### config.mk
export PLATFORM = sky130hd
export DESIGN_NAME = cse_ctrl
export DESIGN_NICKNAME = d
export VERILOG_FILES = /design/src/rtl/core/cse_pkg.sv /design/src/rtl/core/cse_ctrl.sv
export SDC_FILE = /design/constraint.sdc
export NUM_CORES = 1
export LEC_CHECK = 0
export BUFFER_PORTS_ARGS = -buffer_cell sky130_fd_sc_hd__buf_2
export CORE_ASPECT_RATIO = 1.2
export CORE_MARGIN = 5
export CORE_UTILIZATION = 39
export DETAILED_ROUTE_END_ITERATION = 16
export GPL_TIMING_DRIVEN = 0
export PLACE_DENSITY = 0.74
export SLEW_MARGIN = 30
export SYNTH_ARGS = -nofsm -noshare
export SYNTH_HDL_FRONTEND = slang
export SYNTH_SLANG_ARGS = --single-unit
export TNS_END_PERCENT = 1
### constraint.sdc
create_clock -name clk -period 1.6 [get_ports clk]
set_input_delay 0.08 -clock clk [delete_from_list [all_inputs] [get_ports clk]]
set_output_delay 0.08 -clock clk [all_outputs]
set_load 0.02 [all_outputs]
### src/rtl/core/cse_pkg.sv
// Shared constants, payload types and control structs of the silhouette engine.
package cse_pkg;

	localparam int MAX_FRAMES   = 48;
	localparam int MAX_CLUSTERS = 8;
	localparam int DIST_BITS    = 16;

	localparam int FR_W    = 6;
	localparam int CL_W    = 3;
	localparam int NC_W    = 4;
	localparam int VAL_W   = 16;
	localparam int CNT_W   = $clog2(MAX_FRAMES);
	localparam int SUM_W   = DIST_BITS + CNT_W;
	localparam int PRD_W   = SUM_W + CNT_W;
	localparam int ADDR_W  = $clog2(MAX_FRAMES * MAX_FRAMES);
	localparam int QBITS   = 15;
	localparam int NUM_W   = PRD_W + QBITS;
	localparam int STEP_W  = $clog2(QBITS);
	localparam int AVG_W   = VAL_W + CNT_W;
	localparam int ONE_Q14 = 16384;

	localparam logic [1:0] OP_LOAD_DIST = 2'd0;
	localparam logic [1:0] OP_LOAD_INFO = 2'd1;
	localparam logic [1:0] OP_RUN       = 2'd2;

	localparam logic [1:0] KIND_FRAME = 2'd0;
	localparam logic [1:0] KIND_AVG   = 2'd1;
	localparam logic [1:0] KIND_SKIP  = 2'd2;

	localparam logic [1:0] CFG_FRAMES   = 2'd0;
	localparam logic [1:0] CFG_CLUSTERS = 2'd1;
	localparam logic [1:0] CFG_SIEVED   = 2'd2;

	localparam logic [2:0] EM_NONE = 3'd0;
	localparam logic [2:0] EM_ONE  = 3'd1;
	localparam logic [2:0] EM_SKIP = 3'd2;
	localparam logic [2:0] EM_DIV  = 3'd3;
	localparam logic [2:0] EM_AVG0 = 3'd4;

	typedef struct packed {
		logic [1:0]           opcode;
		logic [FR_W-1:0]      frame_a;
		logic [FR_W-1:0]      frame_b;
		logic [DIST_BITS-1:0] distance;
		logic [CL_W-1:0]      cluster_id;
		logic                 is_present;
		logic                 is_assigned;
	} req_t;

	typedef struct packed {
		logic [1:0]        kind;
		logic [FR_W-1:0]   frame_index;
		logic [CL_W-1:0]   cluster_index;
		logic signed [VAL_W-1:0] value;
		logic              last;
	} res_t;

	typedef struct packed {
		logic [CL_W-1:0] cluster;
		logic            present;
		logic            assigned;
	} info_t;

	typedef struct packed {
		logic       wr_dist;
		logic       wr_dist2;
		logic       wr_info;
		logic       run_init;
		logic       f_rd;
		logic       f_inc;
		logic       c_next;
		logic       sw_init;
		logic       sw_issue;
		logic       b_init;
		logic       b_step;
		logic       pq;
		logic       div_frame_init;
		logic       div_avg_init;
		logic       div_step;
		logic [2:0] emit_sel;
	} cmd_t;

	typedef struct packed {
		logic f_last;
		logic g_last;
		logic j_last;
		logic c_last;
		logic nf_zero;
		logic nc_zero;
		logic f_sel;
		logic have_b;
		logic den_zero;
		logic avg_zero;
		logic div_last;
		logic avg_mode;
	} sts_t;

endpackage

### src/rtl/core/cse_ctrl.sv
// Sequencer of the silhouette engine: loads, frame scan, sweeps, search and division.
module cse_ctrl import cse_pkg::*; (
	input  logic       clk,
	input  logic       arst_n,
	input  logic       start,
	input  logic [1:0] opcode,
	input  sts_t       sts,
	output cmd_t       cmd,
	output logic       busy
);

	localparam logic [3:0] S_IDLE  = 4'd0;
	localparam logic [3:0] S_WR2   = 4'd1;
	localparam logic [3:0] S_FRD   = 4'd2;
	localparam logic [3:0] S_FCHK  = 4'd3;
	localparam logic [3:0] S_SWEEP = 4'd4;
	localparam logic [3:0] S_DRAIN = 4'd5;
	localparam logic [3:0] S_BSRCH = 4'd6;
	localparam logic [3:0] S_PQ    = 4'd7;
	localparam logic [3:0] S_DEC   = 4'd8;
	localparam logic [3:0] S_DIV   = 4'd9;
	localparam logic [3:0] S_EMIT  = 4'd10;
	localparam logic [3:0] S_AVG   = 4'd11;

	logic [3:0] state_q, state_d;

	always_ff @(posedge clk or negedge arst_n) begin
		if (!arst_n) begin
			state_q <= S_IDLE;
		end else begin
			state_q <= state_d;
		end
	end

	always_comb begin
		cmd     = '0;
		state_d = state_q;
		unique case (state_q)
			S_IDLE: begin
				if (start) begin
					unique case (opcode)
						OP_LOAD_DIST: begin
							cmd.wr_dist = 1'b1;
							state_d     = S_WR2;
						end
						OP_LOAD_INFO: cmd.wr_info = 1'b1;
						OP_RUN: begin
							if (!sts.nc_zero) begin
								cmd.run_init = 1'b1;
								state_d      = sts.nf_zero ? S_AVG : S_FRD;
							end
						end
						default: ;
					endcase
				end
			end
			S_WR2: begin
				cmd.wr_dist2 = 1'b1;
				state_d      = S_IDLE;
			end
			S_FRD: begin
				cmd.f_rd = 1'b1;
				state_d  = S_FCHK;
			end
			S_FCHK: begin
				priority if (sts.f_sel) begin
					cmd.sw_init = 1'b1;
					state_d     = S_SWEEP;
				end else if (sts.f_last) begin
					state_d = S_AVG;
				end else begin
					cmd.f_inc = 1'b1;
					state_d   = S_FRD;
				end
			end
			S_SWEEP: begin
				cmd.sw_issue = 1'b1;
				if (sts.g_last) state_d = S_DRAIN;
			end
			S_DRAIN: begin
				cmd.b_init = 1'b1;
				state_d    = S_BSRCH;
			end
			S_BSRCH: begin
				cmd.b_step = 1'b1;
				if (sts.j_last) state_d = S_PQ;
			end
			S_PQ: begin
				cmd.pq  = 1'b1;
				state_d = S_DEC;
			end
			S_DEC: begin
				priority if (!sts.have_b || sts.den_zero) begin
					cmd.emit_sel = sts.have_b ? EM_SKIP : EM_ONE;
					if (sts.f_last) begin
						state_d = S_AVG;
					end else begin
						cmd.f_inc = 1'b1;
						state_d   = S_FRD;
					end
				end else begin
					cmd.div_frame_init = 1'b1;
					state_d            = S_DIV;
				end
			end
			S_DIV: begin
				cmd.div_step = 1'b1;
				if (sts.div_last) state_d = S_EMIT;
			end
			S_EMIT: begin
				cmd.emit_sel = EM_DIV;
				priority if (sts.avg_mode) begin
					if (sts.c_last) begin
						state_d = S_IDLE;
					end else begin
						cmd.c_next = 1'b1;
						state_d    = sts.nf_zero ? S_AVG : S_FRD;
					end
				end else if (sts.f_last) begin
					state_d = S_AVG;
				end else begin
					cmd.f_inc = 1'b1;
					state_d   = S_FRD;
				end
			end
			S_AVG: begin
				priority if (sts.avg_zero) begin
					cmd.emit_sel = EM_AVG0;
					if (sts.c_last) begin
						state_d = S_IDLE;
					end else begin
						cmd.c_next = 1'b1;
						state_d    = sts.nf_zero ? S_AVG : S_FRD;
					end
				end else begin
					cmd.div_avg_init = 1'b1;
					state_d          = S_DIV;
				end
			end
			default: state_d = S_IDLE;
		endcase
	end

	assign busy = (state_q != S_IDLE);

endmodule

==> results <==
- The flow ran to the end, but the final reports show violations.
- The checks that failed: setup timing.
- The minimum hold slack is 0.09592 ns.
- The first global-routing pass estimated 3.636 mm of wire.
- The register with the most flip-flops in the layout has 4 of them.
- Entering global routing, the biggest net connects 11 pins.
- The flop-to-flop setup slack is -0.11 ns.
- After synthesis, the most frequently instantiated cells are nor2_1, nand2_1, inv_1.
- The number of standard cells after synthesis is 93.
- TritonCTS created 3 clock buffers.
- The number of sinks handled by clock tree synthesis is 4.
- Measured against its own limit, the worst slew margin works out to 0.7658.
- Clock skew on the completed layout was measured at 0.002989 ns.
- The number of design rule violations left after detail routing is 0.
- Summing every instance area after synthesis gives 665.6 um2.
- In the final layout, the registers with the most flip-flops are state_q x4.
- Counting instances, the worst hold path has a depth of 2.
- The pre-antenna-repair detailed-routing pass consisted of 4 iterations.
- The area growth from synthesis to layout is 53.38%.
- The final weighted congestion of routability-driven global placement is 0.8235.
- No sink is reached through more buffers than the 2 on the longest clock path.
- Of the post-synthesis cell area, the dominant cell type holds 0.1504.
- The clock slew seen by the registers of the worst setup and hold paths is 0.04 ns.
- The TritonCTS clock tree is yes.
- IR analysis of the VDD net gives a maximum drop of 0.0006318 V.
- The clock root buffer is clkbuf_4.
- The category of cells accounting for the largest share of critical-path delay is flip-flops.
- Port buffering added 35 buffers.
- The final hold violation count was 0.
- The pre-CTS setup slack is -0.1815 ns.
- For this design the top-level I/O count stands at 36.
- The number of pins exceeding their max-slew limit in the final report is 0.
- The critical path's slowest cell is dfrtp_1.
- The worst setup path is captured at a flop.
- The die footprint is 2636 um2.
- The detailed router's first-iteration violation count is 6.
- In this run the power density over the cells is 1502 nW/um2.
- Together, buffers and inverters on the worst path number 2.
- The half-perimeter wire length of the detailed placement result is 1.544 mm.
- The post-route total power is 1.534 mW.
- Yosys attributes the largest share of cell area to dfrtp_1, ha_1, nor2_1.
- The share of flip-flops with an asynchronous set or reset is 1.000.
- At the worst endpoint, the arrival time is 1.83 ns.
- The mean instance size in the synthesized netlist is 7.157 um2.
- Clock latency on the worst-skew pair, taken at its later pin, is 0.23 ns.
- Yosys printed 0 warnings.
- The final non-filler cell area is 1021 um2.
- Timing would allow up to 584.9 MHz.
- The area after detailed placement is 868.3 um2.
- The die width is 47.72 um.
- The overall via count from detail_route is 840.
- The critical path goes through buf_4, ha_4, buf_4, mux2_2, a32oi_1, nand2_1, a22o_1.
- The net count of the mapped netlist is 113.
- The total leakage power is 0.5121 nW.
- The class of the worst hold path is in2reg.
- In the synthesized netlist the dominant register cell turns out to be dfrtp_1.
- The count of cell types in the netlist is 37.
- In this run the number of H-tree levels came out at 1.
- The effective utilization at floorplan is 0.4105.
- The share of post-route cells with drive strength above 1 is 0.4783.
- The critical register-to-register path startpoint is state_q[3].
- After the last flow step, the layout net total stands at 160.
- The dominant cell type by count on the critical path is buf_4.
- The number of antenna repair diodes is 0.
- The per-cell routed wire length is 13.67 um.
- The total track usage is 0.1754.
- The most used standard cell by instance count after synthesis is nor2_1.
- The peak per-stage delay on the critical path is 0.40 ns.
- The worst setup path is launched from a flop.
- In this run, synthesis produced a sequential element count of 4.
- The placed instance count is 146.
- In this run the most critical hold path is launched from sts[1].
- The detail route stage leaves a number of antenna-violating nets equal to 0.
- The region available for standard cell placement spans 1622 um2.
- Subtracting the final worst setup slack from the clock period gives 1.710 ns.
- The post-route clock period utilization is 1.069.
- The total global routing overflow is 0.
- Across all setup checks in the final design, the least slack found is -0.1098 ns.
- Using the TritonRoute via totals, the vias-per-cell ratio works out to 5.385.
- The share of the Yosys chip area taken by registers is 0.1504.
- STA puts the critical path data required time at 1.72 ns.
- The worst register-to-register path has a depth of 7.
- The routed wire length is 2.133 mm.
- Yosys mapped a number of flops with a built-in enable equal to 0.
- The placement row count is 16.
- The end of the worst register-to-register path is state_q[3].
- The number of failing setup endpoints in the final timing report is 7.
- The number of antenna violations at the first check in global routing is 0.
- The count of max-cap constraint violations is 0.
- The endpoint with the worst hold slack is state_q[0].
- In this run the worst path has a maximum fanout of 7.
- The count of non-filler cells in the finished layout is 156.
- Setup repair after global routing could not meet its margin everywhere.
- The leading area contributor after synthesis is dfrtp_1.
- Ranked by flip-flop count, first place goes to state_q.
- The slew at the pin closest to its max-slew limit is 0.3492 ns.
- The startpoint-to-endpoint class of the critical path is reg2reg.
- The number of global-route vias before repair is 885.
- The vertical extent of the die is 55.26 um.
## timing repair
item                       in CTS  in global routing
buffers inserted                3                  3
hold endpoints to repair        4                  0
hold buffers                    1                  0
pin swaps                       2                  2
gates resized for setup        15                  8
setup endpoints to repair      12                 13
## cell families (layout without fill, tap and decap cells)
logic type	after synthesis	count (layout)	synth area share
fa+ha+maj	3	3	0.05640
mux	3	3	0.04699
simple gates	46	46	0.3872
buf+inv	13	58	0.08835
compound gates	24	24	0.2707
flops	4	4	0.1504
## report_power, final
part	switching (mW)	leakage (nW)	internal [mW]
registers	0.0309	0.0534	0.141
clock network	0.0406	0.0138	0.0839
logic	0.678	0.445	0.559
## how the worst max path moves through the flow
stage / from / endpoint / slack, ns / cells after the start
after floorplan: state_q[2] / cmd[14] / -0.04 / 5
final: state_q[3] / state_q[3] / -0.11 / 7
after detailed placement: state_q[2] / state_q[1] / -0.18 / 7
after global placement: state_q[2] / state_q[3] / -0.16 / 7
after CTS: state_q[3] / cmd[14] / -0.06 / 6
after global routing: state_q[2] / cmd[15] / -0.16 / 6
## cell type report
class | count | area (um2)
buffer | 4 | 31.28
clock buffer | 3 | 22.52
fill | 160 | 600.6
inverter | 9 | 33.78
multi-input combinational | 76 | 563.0
sequential | 4 | 100.1
tap | 18 | 22.52
timing repair buffer | 42 | 247.7
## worst reg2reg max path: stages, from the launching register on
cell and delay [ns]:
dfrtp_1 0.40, buf_4 0.16, ha_4 0.16, buf_4 0.16, mux2_2 0.26, a32oi_1 0.18
nand2_1 0.08, a22o_1 0.20
## metal layers
layer / vias to the layer above / routed length [um] / global-route usage
met1: 388 / 905 / 0.2231
met4: 0 / 0 / 0.03077
met5: - / 0 / 0
li1: 422 / - / -
met3: 0 / 155 / 0.02597
met2: 30 / 1072 / 0.3006
## layout by cell type (no fill, tap or decap), drive strengths merged, types with 3 or more instances in the layout
cell	n
o21ai	4
buf	45
nand2	9
nor2b	4
nor2	11
nand2b	5
nor3	4
clkbuf	3
dfrtp	4
a21oi	6
ha	3
nor3b	3
inv	9
a32oi	3
## through the flow
step / setup TNS (ns) / util
6_report: -0.3821 / 0.6296
5_1_grt: -0.9292 / 0.6296
4_1_cts: -0.2626 / 0.6042
3_5_place_dp: -0.7093 / 0.5355
3_3_place_gp: -0.5188 / 0.5355
2_1_floorplan: -0.05391 / -
No activity file was read; power rests on OpenSTA's default activity.
